`config.mk`:
```
export PLATFORM = sky130hd
export DESIGN_NAME = least_squares_line_fit
export DESIGN_NICKNAME = d
export VERILOG_FILES = /design/src/rtl/lsf_pkg.sv /design/src/rtl/lsf_accum.sv /design/src/rtl/lsf_mul.sv /design/src/rtl/lsf_qdiv.sv /design/src/rtl/least_squares_line_fit.sv
export SDC_FILE = /design/constraint.sdc
export NUM_CORES = 2
export LEC_CHECK = 0
export BUFFER_PORTS_ARGS = -buffer_cell sky130_fd_sc_hd__buf_2
export CAP_MARGIN = 0
export CORE_MARGIN = 2
export CORE_UTILIZATION = 43
export DETAILED_ROUTE_END_ITERATION = 16
export SYNTH_ARGS = -nofsm -noshare
export SYNTH_HDL_FRONTEND = slang
export SYNTH_HIERARCHICAL = 1
export SYNTH_SLANG_ARGS = --single-unit
```
`constraint.sdc`:
```
create_clock -name clk -period 17 [get_ports clk]
set_input_delay 2.55 -clock clk [delete_from_list [all_inputs] [get_ports clk]]
set_output_delay 2.55 -clock clk [all_outputs]
set_load 0.1 [all_outputs]
```
`src/rtl/lsf_pkg.sv`:
```
`timescale 1ns / 1ps
`default_nettype none

package lsf_pkg;

    localparam int COORD_W    = 16;
    localparam int CNT_W      = 13;
    localparam int MAX_POINTS = 4096;
    localparam int SUM_W      = 29;
    localparam int SQ_W       = 44;

    // shared multiplier: signed operands, magnitude shift-add
    localparam int MOP_W      = 44;
    localparam int MUL_CNT_W  = 6;
    localparam logic [MUL_CNT_W-1:0] MUL_LAST = MUL_CNT_W'(MOP_W - 1);

    // products, determinant and numerators
    localparam int PROD_W     = 72;

    // Q16 rounding divider: dividend = |num|*2^17 + den, divisor = 2*den
    localparam int FRAC_W     = 16;
    localparam int RES_W      = 32;
    localparam int DVD_W      = PROD_W + FRAC_W + 2;
    localparam int DVS_W      = PROD_W + 1;
    localparam int DIV_CNT_W  = 7;
    localparam logic [DIV_CNT_W-1:0] DIV_LAST = DIV_CNT_W'(DVD_W - 1);

    localparam logic [CNT_W-1:0] MAX_CNT = CNT_W'(MAX_POINTS);

    typedef struct packed {
        logic [CNT_W-1:0] count;
        logic [SUM_W-1:0] sx;
        logic [SUM_W-1:0] sy;
        logic [SQ_W-1:0]  sxy;
        logic [SQ_W-1:0]  sxx;
    } lsf_sums_t;

endpackage

`default_nettype wire

```
`src/rtl/lsf_accum.sv`:
```
`timescale 1ns / 1ps
`default_nettype none

module lsf_accum (
    input  wire logic                                clk,
    input  wire logic                                rst_n,
    input  wire logic                                take,
    input  wire logic signed [lsf_pkg::COORD_W-1:0]  x_in,
    input  wire logic signed [lsf_pkg::COORD_W-1:0]  y_in,
    input  wire logic                                clear,
    output lsf_pkg::lsf_sums_t                       sums
);

    logic signed [lsf_pkg::COORD_W-1:0]   px_reg;
    logic signed [lsf_pkg::COORD_W-1:0]   py_reg;
    logic                                 pv_reg;
    logic [lsf_pkg::CNT_W-1:0]            count_reg;
    logic [lsf_pkg::SUM_W-1:0]            sx_reg;
    logic [lsf_pkg::SUM_W-1:0]            sy_reg;
    logic [lsf_pkg::SQ_W-1:0]             sxy_reg;
    logic [lsf_pkg::SQ_W-1:0]             sxx_reg;
    logic signed [2*lsf_pkg::COORD_W-1:0] pxy;
    logic signed [2*lsf_pkg::COORD_W-1:0] pxx;
    logic                                 room;

    assign room = (count_reg < lsf_pkg::MAX_CNT);
    assign pxy  = px_reg * py_reg;
    assign pxx  = px_reg * px_reg;

    always_ff @(posedge clk)
    begin
        if (take)
        begin
            px_reg <= x_in;
            py_reg <= y_in;
        end
    end

    // count moves at accept, sums in the cycle after from the staged point
    always_ff @(posedge clk or negedge rst_n)
    begin
        if (!rst_n)
        begin
            pv_reg    <= 1'b0;
            count_reg <= '0;
            sx_reg    <= '0;
            sy_reg    <= '0;
            sxy_reg   <= '0;
            sxx_reg   <= '0;
        end
        else
        begin
            pv_reg <= take && room;
            if (take && room)
            begin
                count_reg <= count_reg + 1'b1;
            end
            if (pv_reg)
            begin
                sx_reg  <= sx_reg + {{(lsf_pkg::SUM_W-lsf_pkg::COORD_W){px_reg[lsf_pkg::COORD_W-1]}},
                                     px_reg};
                sy_reg  <= sy_reg + {{(lsf_pkg::SUM_W-lsf_pkg::COORD_W){py_reg[lsf_pkg::COORD_W-1]}},
                                     py_reg};
                sxy_reg <= sxy_reg + {{(lsf_pkg::SQ_W-2*lsf_pkg::COORD_W){pxy[2*lsf_pkg::COORD_W-1]}},
                                      pxy};
                sxx_reg <= sxx_reg + {{(lsf_pkg::SQ_W-2*lsf_pkg::COORD_W){pxx[2*lsf_pkg::COORD_W-1]}},
                                      pxx};
            end
            if (clear)
            begin
                count_reg <= '0;
                sx_reg    <= '0;
                sy_reg    <= '0;
                sxy_reg   <= '0;
                sxx_reg   <= '0;
            end
        end
    end

    assign sums = {count_reg, sx_reg, sy_reg, sxy_reg, sxx_reg};

endmodule

`default_nettype wire

```
`src/rtl/lsf_mul.sv`:
```
`timescale 1ns / 1ps
`default_nettype none

module lsf_mul (
    input  wire logic                          clk,
    input  wire logic                          rst_n,
    input  wire logic                          start,
    input  wire logic [lsf_pkg::MOP_W-1:0]     a,
    input  wire logic [lsf_pkg::MOP_W-1:0]     b,
    output logic                               done,
    output logic [lsf_pkg::PROD_W-1:0]         prod
);

    typedef enum logic [1:0] {M_IDLE, M_RUN, M_SIGN} mst_t;

    mst_t                              st_reg;
    logic [lsf_pkg::MUL_CNT_W-1:0]     cnt_reg;
    logic [lsf_pkg::MOP_W-1:0]         mcand_reg;
    logic [lsf_pkg::MOP_W-1:0]         hi_reg;
    logic [lsf_pkg::MOP_W-1:0]         lo_reg;
    logic                              neg_reg;
    logic [lsf_pkg::PROD_W-1:0]        prod_reg;
    logic                              done_reg;
    logic [lsf_pkg::MOP_W-1:0]         a_mag;
    logic [lsf_pkg::MOP_W-1:0]         b_mag;
    logic [lsf_pkg::MOP_W:0]           psum;
    logic [2*lsf_pkg::MOP_W-1:0]       mag;

    assign a_mag = a[lsf_pkg::MOP_W-1] ? (~a + 1'b1) : a;
    assign b_mag = b[lsf_pkg::MOP_W-1] ? (~b + 1'b1) : b;
    assign psum  = {1'b0, hi_reg} + (lo_reg[0] ? {1'b0, mcand_reg} : '0);
    assign mag   = {hi_reg, lo_reg};

    always_ff @(posedge clk)
    begin
        if (start)
        begin
            mcand_reg <= a_mag;
            lo_reg    <= b_mag;
            hi_reg    <= '0;
            neg_reg   <= a[lsf_pkg::MOP_W-1] ^ b[lsf_pkg::MOP_W-1];
        end
        else if (st_reg == M_RUN)
        begin
            hi_reg <= psum[lsf_pkg::MOP_W:1];
            lo_reg <= {psum[0], lo_reg[lsf_pkg::MOP_W-1:1]};
        end
    end

    always_ff @(posedge clk or negedge rst_n)
    begin
        if (!rst_n)
        begin
            st_reg   <= M_IDLE;
            cnt_reg  <= '0;
            done_reg <= 1'b0;
            prod_reg <= '0;
        end
        else
        begin
            done_reg <= 1'b0;
            unique case (st_reg)
                M_IDLE:
                begin
                    if (start)
                    begin
                        cnt_reg <= '0;
                        st_reg  <= M_RUN;
                    end
                end
                M_RUN:
                begin
                    cnt_reg <= cnt_reg + 1'b1;
                    if (cnt_reg == lsf_pkg::MUL_LAST)
                    begin
                        st_reg <= M_SIGN;
                    end
                end
                M_SIGN:
                begin
                    prod_reg <= neg_reg ? (~mag[lsf_pkg::PROD_W-1:0] + 1'b1)
                                        : mag[lsf_pkg::PROD_W-1:0];
                    done_reg <= 1'b1;
                    st_reg   <= M_IDLE;
                end
                default:
                begin
                    st_reg <= M_IDLE;
                end
            endcase
        end
    end

    assign done = done_reg;
    assign prod = prod_reg;

`ifndef SYNTHESIS
    a_mul_start_idle: assert property (@(posedge clk) disable iff (!rst_n)
        start |-> st_reg == M_IDLE)
        else $error("multiplier restarted while running");
`endif

endmodule

`default_nettype wire

```
`src/rtl/lsf_qdiv.sv`:
```
`timescale 1ns / 1ps
`default_nettype none

// round(num * 2^16 / den), ties away from zero, saturated to 32 bits; den > 0
module lsf_qdiv (
    input  wire logic                          clk,
    input  wire logic                          rst_n,
    input  wire logic                          start,
    input  wire logic [lsf_pkg::PROD_W-1:0]    num,
    input  wire logic [lsf_pkg::PROD_W-1:0]    den,
    output logic                               done,
    output logic [lsf_pkg::RES_W-1:0]          q
);

    typedef enum logic [1:0] {D_IDLE, D_PREP, D_RUN, D_FIX} dst_t;

    dst_t                              st_reg;
    logic [lsf_pkg::DIV_CNT_W-1:0]     cnt_reg;
    logic [lsf_pkg::DVD_W-1:0]         dvd_reg;
    logic [lsf_pkg::DVS_W-1:0]         dvs_reg;
    logic [lsf_pkg::DVS_W-1:0]         rem_reg;
    logic [lsf_pkg::PROD_W-1:0]        den_reg;
    logic                              neg_reg;
    logic [lsf_pkg::RES_W-1:0]         q_reg;
    logic                              done_reg;
    logic [lsf_pkg::PROD_W-1:0]        num_mag;
    logic [lsf_pkg::DVS_W:0]           r2;
    logic [lsf_pkg::DVS_W+1:0]         trial;
    logic                              ge;
    logic [lsf_pkg::RES_W-1:0]         lim;
    logic                              sat;
    logic [lsf_pkg::RES_W-1:0]         qmag;

    assign num_mag = num[lsf_pkg::PROD_W-1] ? (~num + 1'b1) : num;
    assign r2      = {rem_reg, dvd_reg[lsf_pkg::DVD_W-1]};
    assign trial   = {1'b0, r2} - {2'b00, dvs_reg};
    assign ge      = !trial[lsf_pkg::DVS_W+1];
    assign lim     = neg_reg ? 32'h8000_0000 : 32'h7FFF_FFFF;
    assign sat     = (|dvd_reg[lsf_pkg::DVD_W-1:lsf_pkg::RES_W])
                     || (dvd_reg[lsf_pkg::RES_W-1:0] > lim);
    assign qmag    = sat ? lim : dvd_reg[lsf_pkg::RES_W-1:0];

    // dvd_reg holds the dividend and takes quotient bits in from the bottom
    always_ff @(posedge clk)
    begin
        unique case (st_reg)
            D_IDLE:
            begin
                if (start)
                begin
                    neg_reg <= num[lsf_pkg::PROD_W-1];
                    den_reg <= den;
                    dvs_reg <= {den, 1'b0};
                    rem_reg <= '0;
                    dvd_reg <= {{(lsf_pkg::DVD_W-lsf_pkg::PROD_W-lsf_pkg::FRAC_W-1){1'b0}},
                                num_mag, {(lsf_pkg::FRAC_W+1){1'b0}}};
                end
            end
            D_PREP:
            begin
                dvd_reg <= dvd_reg + {{(lsf_pkg::DVD_W-lsf_pkg::PROD_W){1'b0}}, den_reg};
            end
            D_RUN:
            begin
                rem_reg <= ge ? trial[lsf_pkg::DVS_W-1:0] : r2[lsf_pkg::DVS_W-1:0];
                dvd_reg <= {dvd_reg[lsf_pkg::DVD_W-2:0], ge};
            end
            default:
            begin
                rem_reg <= rem_reg;
            end
        endcase
    end

    always_ff @(posedge clk or negedge rst_n)
    begin
        if (!rst_n)
        begin
            st_reg   <= D_IDLE;
            cnt_reg  <= '0;
            done_reg <= 1'b0;
            q_reg    <= '0;
        end
        else
        begin
            done_reg <= 1'b0;
            unique case (st_reg)
                D_IDLE:
                begin
                    if (start)
                    begin
                        st_reg <= D_PREP;
                    end
                end
                D_PREP:
                begin
                    cnt_reg <= '0;
                    st_reg  <= D_RUN;
                end
                D_RUN:
                begin
                    cnt_reg <= cnt_reg + 1'b1;
                    if (cnt_reg == lsf_pkg::DIV_LAST)
                    begin
                        st_reg <= D_FIX;
                    end
                end
                D_FIX:
                begin
                    q_reg    <= neg_reg ? (~qmag + 1'b1) : qmag;
                    done_reg <= 1'b1;
                    st_reg   <= D_IDLE;
                end
                default:
                begin
                    st_reg <= D_IDLE;
                end
            endcase
        end
    end

    assign done = done_reg;
    assign q    = q_reg;

`ifndef SYNTHESIS
    a_div_rem_below: assert property (@(posedge clk) disable iff (!rst_n)
        st_reg == D_RUN |-> rem_reg < dvs_reg)
        else $error("divider remainder not below divisor");
`endif

endmodule

`default_nettype wire

```
`src/rtl/least_squares_line_fit.sv`:
```
`timescale 1ns / 1ps
`default_nettype none

// Channel   Handshake              Payload
// input     start (taken if !busy) x_coord, y_coord, last_point
// result    done (one-cycle pulse) slope, intercept, fit_ok, points_used
//
// Points that are not last are taken every cycle; busy stays low.
// A last point raises busy: a flush state, then six products on the shared shift-add
// multiplier and two divisions.
// A degenerate set ends after the determinant.
// The result pulse, the clearing of the sums and the fall of busy share one cycle.
// Reset is asynchronous, active low; the receiver cannot stall.
module least_squares_line_fit (
    input  wire logic                                clk,
    input  wire logic                                rst_n,
    input  wire logic                                start,
    output logic                                     busy,
    input  wire logic signed [lsf_pkg::COORD_W-1:0]  x_coord,
    input  wire logic signed [lsf_pkg::COORD_W-1:0]  y_coord,
    input  wire logic                                last_point,
    output logic                                     done,
    output logic signed [lsf_pkg::RES_W-1:0]         slope,
    output logic signed [lsf_pkg::RES_W-1:0]         intercept,
    output logic                                     fit_ok,
    output logic [lsf_pkg::CNT_W-1:0]                points_used
);

    typedef enum logic [2:0] {S_IDLE, S_FLUSH, S_MUL, S_CHECK, S_DIV} state_t;
    typedef enum logic [2:0] {ST_DEN_P, ST_DEN_Q, ST_NA_P, ST_NA_Q, ST_NB_P, ST_NB_Q} step_t;

    state_t                          state_reg;
    step_t                           step_reg;
    logic                            mul_start_reg;
    logic                            div_start_reg;
    logic                            div_b_reg;
    logic [lsf_pkg::PROD_W-1:0]      acc_reg;
    logic [lsf_pkg::PROD_W-1:0]      den_reg;
    logic [lsf_pkg::PROD_W-1:0]      num_reg;
    logic [lsf_pkg::RES_W-1:0]       slope_reg;
    logic [lsf_pkg::RES_W-1:0]       intercept_reg;
    logic                            fit_ok_reg;
    logic [lsf_pkg::CNT_W-1:0]       points_reg;
    logic                            done_reg;

    lsf_pkg::lsf_sums_t              sums;
    logic                            take;
    logic                            clear;
    logic                            ok;
    logic [lsf_pkg::MOP_W-1:0]       op_a;
    logic [lsf_pkg::MOP_W-1:0]       op_b;
    logic [lsf_pkg::MOP_W-1:0]       ext_n;
    logic [lsf_pkg::MOP_W-1:0]       ext_sx;
    logic [lsf_pkg::MOP_W-1:0]       ext_sy;
    logic                            mul_done;
    logic [lsf_pkg::PROD_W-1:0]      mul_prod;
    logic [lsf_pkg::PROD_W-1:0]      diff;
    logic                            div_done;
    logic [lsf_pkg::RES_W-1:0]       div_q;

    assign busy = (state_reg != S_IDLE);
    assign take = start && !busy;

    lsf_accum u_accum (
        .clk   (clk),
        .rst_n (rst_n),
        .take  (take),
        .x_in  (x_coord),
        .y_in  (y_coord),
        .clear (clear),
        .sums  (sums)
    );

    assign ext_n  = {{(lsf_pkg::MOP_W-lsf_pkg::CNT_W){1'b0}}, sums.count};
    assign ext_sx = {{(lsf_pkg::MOP_W-lsf_pkg::SUM_W){sums.sx[lsf_pkg::SUM_W-1]}}, sums.sx};
    assign ext_sy = {{(lsf_pkg::MOP_W-lsf_pkg::SUM_W){sums.sy[lsf_pkg::SUM_W-1]}}, sums.sy};

    always_comb
    begin
        unique case (step_reg)
            ST_DEN_P: begin op_a = ext_n;    op_b = sums.sxx; end
            ST_DEN_Q: begin op_a = ext_sx;   op_b = ext_sx;   end
            ST_NA_P:  begin op_a = ext_n;    op_b = sums.sxy; end
            ST_NA_Q:  begin op_a = ext_sx;   op_b = ext_sy;   end
            ST_NB_P:  begin op_a = sums.sxx; op_b = ext_sy;   end
            ST_NB_Q:  begin op_a = ext_sx;   op_b = sums.sxy; end
            default:  begin op_a = '0;       op_b = '0;       end
        endcase
    end

    lsf_mul u_mul (
        .clk   (clk),
        .rst_n (rst_n),
        .start (mul_start_reg),
        .a     (op_a),
        .b     (op_b),
        .done  (mul_done),
        .prod  (mul_prod)
    );

    lsf_qdiv u_div (
        .clk   (clk),
        .rst_n (rst_n),
        .start (div_start_reg),
        .num   (num_reg),
        .den   (den_reg),
        .done  (div_done),
        .q     (div_q)
    );

    assign diff  = acc_reg - mul_prod;
    // at least two points and a positive determinant
    assign ok    = (|sums.count[lsf_pkg::CNT_W-1:1]) && !den_reg[lsf_pkg::PROD_W-1]
                   && (den_reg != '0);
    assign clear = ((state_reg == S_CHECK) && !ok)
                   || ((state_reg == S_DIV) && div_done && div_b_reg);

    always_ff @(posedge clk)
    begin
        if ((state_reg == S_MUL) && mul_done)
        begin
            unique case (step_reg)
                ST_DEN_P, ST_NA_P, ST_NB_P: acc_reg <= mul_prod;
                ST_DEN_Q:                   den_reg <= diff;
                default:                    num_reg <= diff;
            endcase
        end
    end

    always_ff @(posedge clk or negedge rst_n)
    begin
        if (!rst_n)
        begin
            state_reg     <= S_IDLE;
            step_reg      <= ST_DEN_P;
            mul_start_reg <= 1'b0;
            div_start_reg <= 1'b0;
            div_b_reg     <= 1'b0;
            slope_reg     <= '0;
            intercept_reg <= '0;
            fit_ok_reg    <= 1'b0;
            points_reg    <= '0;
            done_reg      <= 1'b0;
        end
        else
        begin
            mul_start_reg <= 1'b0;
            div_start_reg <= 1'b0;
            done_reg      <= 1'b0;
            unique case (state_reg)
                S_IDLE:
                begin
                    if (take && last_point)
                    begin
                        state_reg <= S_FLUSH;
                    end
                end
                S_FLUSH:
                begin
                    div_b_reg     <= 1'b0;
                    step_reg      <= ST_DEN_P;
                    mul_start_reg <= 1'b1;
                    state_reg     <= S_MUL;
                end
                S_MUL:
                begin
                    if (mul_done)
                    begin
                        unique case (step_reg)
                            ST_DEN_P:
                            begin
                                step_reg      <= ST_DEN_Q;
                                mul_start_reg <= 1'b1;
                            end
                            ST_NA_P:
                            begin
                                step_reg      <= ST_NA_Q;
                                mul_start_reg <= 1'b1;
                            end
                            ST_NB_P:
                            begin
                                step_reg      <= ST_NB_Q;
                                mul_start_reg <= 1'b1;
                            end
                            ST_DEN_Q:
                            begin
                                state_reg <= S_CHECK;
                            end
                            default:
                            begin
                                div_start_reg <= 1'b1;
                                state_reg     <= S_DIV;
                            end
                        endcase
                    end
                end
                S_CHECK:
                begin
                    if (ok)
                    begin
                        step_reg      <= ST_NA_P;
                        mul_start_reg <= 1'b1;
                        state_reg     <= S_MUL;
                    end
                    else
                    begin
                        slope_reg     <= '0;
                        intercept_reg <= '0;
                        fit_ok_reg    <= 1'b0;
                        points_reg    <= sums.count;
                        done_reg      <= 1'b1;
                        state_reg     <= S_IDLE;
                    end
                end
                S_DIV:
                begin
                    if (div_done)
                    begin
                        if (!div_b_reg)
                        begin
                            slope_reg     <= div_q;
                            div_b_reg     <= 1'b1;
                            step_reg      <= ST_NB_P;
                            mul_start_reg <= 1'b1;
                            state_reg     <= S_MUL;
                        end
                        else
                        begin
                            intercept_reg <= div_q;
                            fit_ok_reg    <= 1'b1;
                            points_reg    <= sums.count;
                            done_reg      <= 1'b1;
                            state_reg     <= S_IDLE;
                        end
                    end
                end
                default:
                begin
                    state_reg <= S_IDLE;
                end
            endcase
        end
    end

    assign done        = done_reg;
    assign slope       = slope_reg;
    assign intercept   = intercept_reg;
    assign fit_ok      = fit_ok_reg;
    assign points_used = points_reg;

`ifndef SYNTHESIS
    a_done_idle: assert property (@(posedge clk) disable iff (!rst_n)
        done_reg |-> state_reg == S_IDLE)
        else $error("result issued while fit still running");

    a_bad_fit_zero: assert property (@(posedge clk) disable iff (!rst_n)
        done_reg && !fit_ok_reg |-> slope_reg == '0 && intercept_reg == '0)
        else $error("degenerate fit carries nonzero fields");

    a_last_flush: assert property (@(posedge clk) disable iff (!rst_n)
        take && last_point |=> state_reg == S_FLUSH)
        else $error("last item did not start a fit");

    a_clear_quiet: assert property (@(posedge clk) disable iff (!rst_n)
        clear |=> sums.count == '0 && !done_reg == 1'b0)
        else $error("sums not cleared with the result");
`endif

endmodule

`default_nettype wire
```
==> results summary <==
The flow ran to the end, and the final reports show no timing, DRC or antenna violations. For flop-to-flop paths, the worst setup slack is roughly 6700 ps. The maximum level of the CTS H-tree came out at 3. The number of I/O port buffers is 115. The via count of the first global-routing pass is 70,364. In the final design database the tool counted 10,691 nets.

The number of unique standard cell types used by synthesis came out at 113. Counting flops with an async set or reset pin after synthesis yields a share of around 38%. The met2 usage in global routing is between 40% and 50%. The root buffer cell is sky130_fd_sc_hd__clkbuf_16. The most numerous cell type found on the critical path is sky130_fd_sc_hd__fa_1. The TritonCTS clock tree is done. The via count came out at around 70,000. The element type at the critical path end is a flip-flop. The ratio of cells with drive above 1 in the final layout is 5.68%. The number of max-cap violations is 0. Data on the critical path arrives at its endpoint at 11,010 ps. The number of nets still failing antenna checks after routing came out at 0.

After detailed routing, the number of remaining DRC violations is 0. Global routing used 25.1% of the available tracks across all layers. Measured in cells, the most critical reg-to-reg path has a length of 32. The launching element of the worst setup path is u_accum/px_reg[0]. The number of cells upsized or downsized after cts is 0. After detailed routing, the number of vias per cell comes to 5.69.

The busiest metal layer after global routing is met2. The synthesized design contains 988 register bits. The warning count from the yosys run came out at 6. The pin count of the biggest net entering global routing came out at 157. In this run the tightest slew margin relative to its limit is between 10% and 20%. In this run the worst hold path is classified as reg -> reg. The final number of setup-violating endpoints came out at 0. The post-synthesis instance area came out at 87,100 um^2.

Clock-pin slew was measured on the worst setup and hold paths at roughly 60 ps. The final weighted congestion in routability-driven placement is 0.944. The proportion of netlist area held by the largest area contributor came out at 19.8%. The critical path is of the reg -> reg type. The fraction of the cycle the final worst path needs came out at 60.4%. The count of clock tree sinks is between 900 and 1,000. The worst hold path terminates at u_div/dvs_reg[69]. The final critical-path setup slack came out at around 6700 ps. The number of nets handed over by synthesis was 10,783. Ranked by instance count, the synthesized netlist is headed by sky130_fd_sc_hd__nand2_1, sky130_fd_sc_hd__inv_1, sky130_fd_sc_hd__a21oi_1, sky130_fd_sc_hd__ha_1, sky130_fd_sc_hd__o21ai_0. Setup repair after global routing left no endpoint under its margin.

The utilization after layout is a little under half. For this design the top-level I/O count stands at about 120. The number of setup buffers added after CTS is 0. The vertical die dimension is 454 um. Before CTS, the worst setup slack after placement is around 6700 ps. The number of flops mapped to enable cells by yosys came out at 573.

The half-perimeter wire length of the detailed placement result is 203,000 um. The instance count along the most critical hold path came out at 0. The clock reaches the later pin of the worst-skew pair after 820 ps. In this run the static leakage power is 39.9 nW. The flip-flop count of the largest register, all copies and words added is 90. The total routed wirelength is 261,000 um. The starting density of the core came out at 43.2%. A synthesized cell averages 9.06 um^2. The maximum achievable frequency came out at 0.0974 GHz. The total number of placement rows is 165.

The deepest clock path buffer count is 3. The reg-to-reg startpoint is u_accum/px_reg[0]. The total power divided by cell area came out at 55.0 nW/um^2.

Data on the critical path is required at its endpoint by 17,740 ps. The number of slew-limit violations in the final report came out at 0. The post-synthesis to final-layout area growth is 8.36%.

The clock skew after layout came out at 74.3 ps. The area of the core came out at 202,000 um^2. The global routing usage on met1 came out at 32.0%. Summed over all failing endpoints, the final setup total negative slack is 0 ps. The number of buffers created by CTS is 116. The dominant cell type by area after synthesis is sky130_fd_sc_hd__edfxtp_1. The most frequently used flop master after synthesis is sky130_fd_sc_hd__edfxtp_1. The full die area is roughly 210,000 um^2. The die is 454 um wide. The largest stage delay on the critical path came out at 970 ps. For the pin with the worst max-slew slack, the measured transition is between 1000 and 1500 ps. The total count of hold-check failures in the final report came out at 0.

The hold buffer count at cts is 0. The tightest hold path in the finished design has a slack of 410 ps. Among all cell types in the netlist, the one instantiated most often is sky130_fd_sc_hd__nand2_1. The sequential area share after synthesis came out at 31.4%. The maximum fanout along the worst path came out at 19. The DRC violation total after the first TritonRoute iteration came out at 5,352.

VDD sags by at most ~0.098 mV. The number of detailed-route iterations in the first pass is 6. The global routing usage on met3 is 2.93%. The total grt overflow came out at 0.

The first global-routing pass estimated 407,000 um of wire. The worst path in the final design needs a cycle of 10,270 ps, including I/O delays and setup. The routed length per instance came out at between 20 and 25 um.

The number of antenna violations at the first check in global routing came out at 1. Sorting the synthesized cells by area gives the leading types as sky130_fd_sc_hd__edfxtp_1, sky130_fd_sc_hd__fa_1, sky130_fd_sc_hd__dfrtp_1, sky130_fd_sc_hd__ha_1, sky130_fd_sc_hd__nand2_1. The cell type of the slowest stage on the worst timing path is sky130_fd_sc_hd__xor2_1. The endpoint of the worst register-to-register path is u_accum/sxy_reg[40].

The post-synthesis cell count came out at just under 10,000. The startpoint identified for the worst hold timing path is den_reg[68]. The kind of start point of the critical path is a flip-flop.
==> where the power goes <==
group          switching (mW)  internal, mW  total (mW)
registers                   0          2.52        2.52
logic                  0.0208       0.00383      0.0246
clock network            1.13          1.51        2.65
total                    1.15          4.04        5.19
==> routing by layer <==
| metal | up-vias | part of all wire, % | wire length (um) |
|---|---|---|---|
| met5 | - | 0 | 0 |
| met4 | 0 | 5.4 | 14000 |
| met3 | 520 | 4.6 | 12000 |
| met2 | 1913 | 47 | 124000 |
| met1 | 34134 | 43 | 111000 |
| li1 | 33508 | - | - |
==> layout make-up <==
cell class	count	area [um^2]
Sequential cell	988	27400
Timing Repair Buffer	222	1400
Tap cell	2672	3340
Multi-Input combinational cell	7202	54500
Clock inverter	85	1050
Inverter	998	3750
Fill cell	19241	107000
Clock buffer	137	3010
Antenna cell	4	10.0
==> layout by cell type (no fill, tap or decap), drive strengths merged, types with 36 or more instances in the layout <==
master and count:
nand3 155, a21oi 704, and2 230, nand2 1082, o221ai 76, mux2i 124, inv 1004, ha 621
or4 40, dfxtp 44, xor2 304, a21o 292, a211oi 70, o41ai 36, a22oi 47, buf 222
o21a 58, a31oi 59, xnor2 355, nor2 570, o31ai 97, and3 60, nand2b 64, nor2b 79
nand4 127, dfrtp 371, o211ai 60, clkinv 50, nor3 119, edfxtp 573, a221oi 40, fa 506
or3 81, nor4 75, clkbuf 137, o21bai 94, o21ai 632
==> logic make-up after synthesis <==
family / after synthesis / synth area share (%)
flip-flops: 988 / 31.4
buffers and inverters: 1430 / 6.22
AND/OR/NAND/NOR: 2769 / 15.1
multiplexers: 143 / 1.67
XOR/XNOR: 659 / 6.63
adder cells (fa/ha/maj): 1127 / 20.5
AO/OA/AOI/OAI: 2504 / 18.4
==> stage by stage <==
stage	area [um^2]	power [mW]	std cells
3_3_place_gp	90300	2.59	12082
3_5_place_dp	90300	2.59	12082
2_1_floorplan	87100	2.57	9620
5_1_grt	94400	5.34	12304
6_report	94400	5.19	12308
4_1_cts	94400	5.25	12304
==> worst max path at each step <==
stage / endpoint / slack (ps) / cells after the start
2_1_floorplan: u_accum/sxx_reg[43] / 7730 / 32
3_3_place_gp: u_accum/sxy_reg[40] / 6850 / 32
3_5_place_dp: u_accum/sxy_reg[40] / 6670 / 32
4_1_cts: u_accum/sxy_reg[40] / 6710 / 32
5_1_grt: u_accum/sxy_reg[40] / 6010 / 32
6_report: u_accum/sxy_reg[40] / 6730 / 32
==> worst max-delay path, delay by kind of cell (launching register included) <==
family	cells	cell delay, ps
buf+inv	5	1010
fa+ha+maj	8	3980
flops	1	540
simple gates	5	840
xor+xnor	2	1120
compound gates	11	2600
mux	1	90
Power figures use the tool's default switching activity.
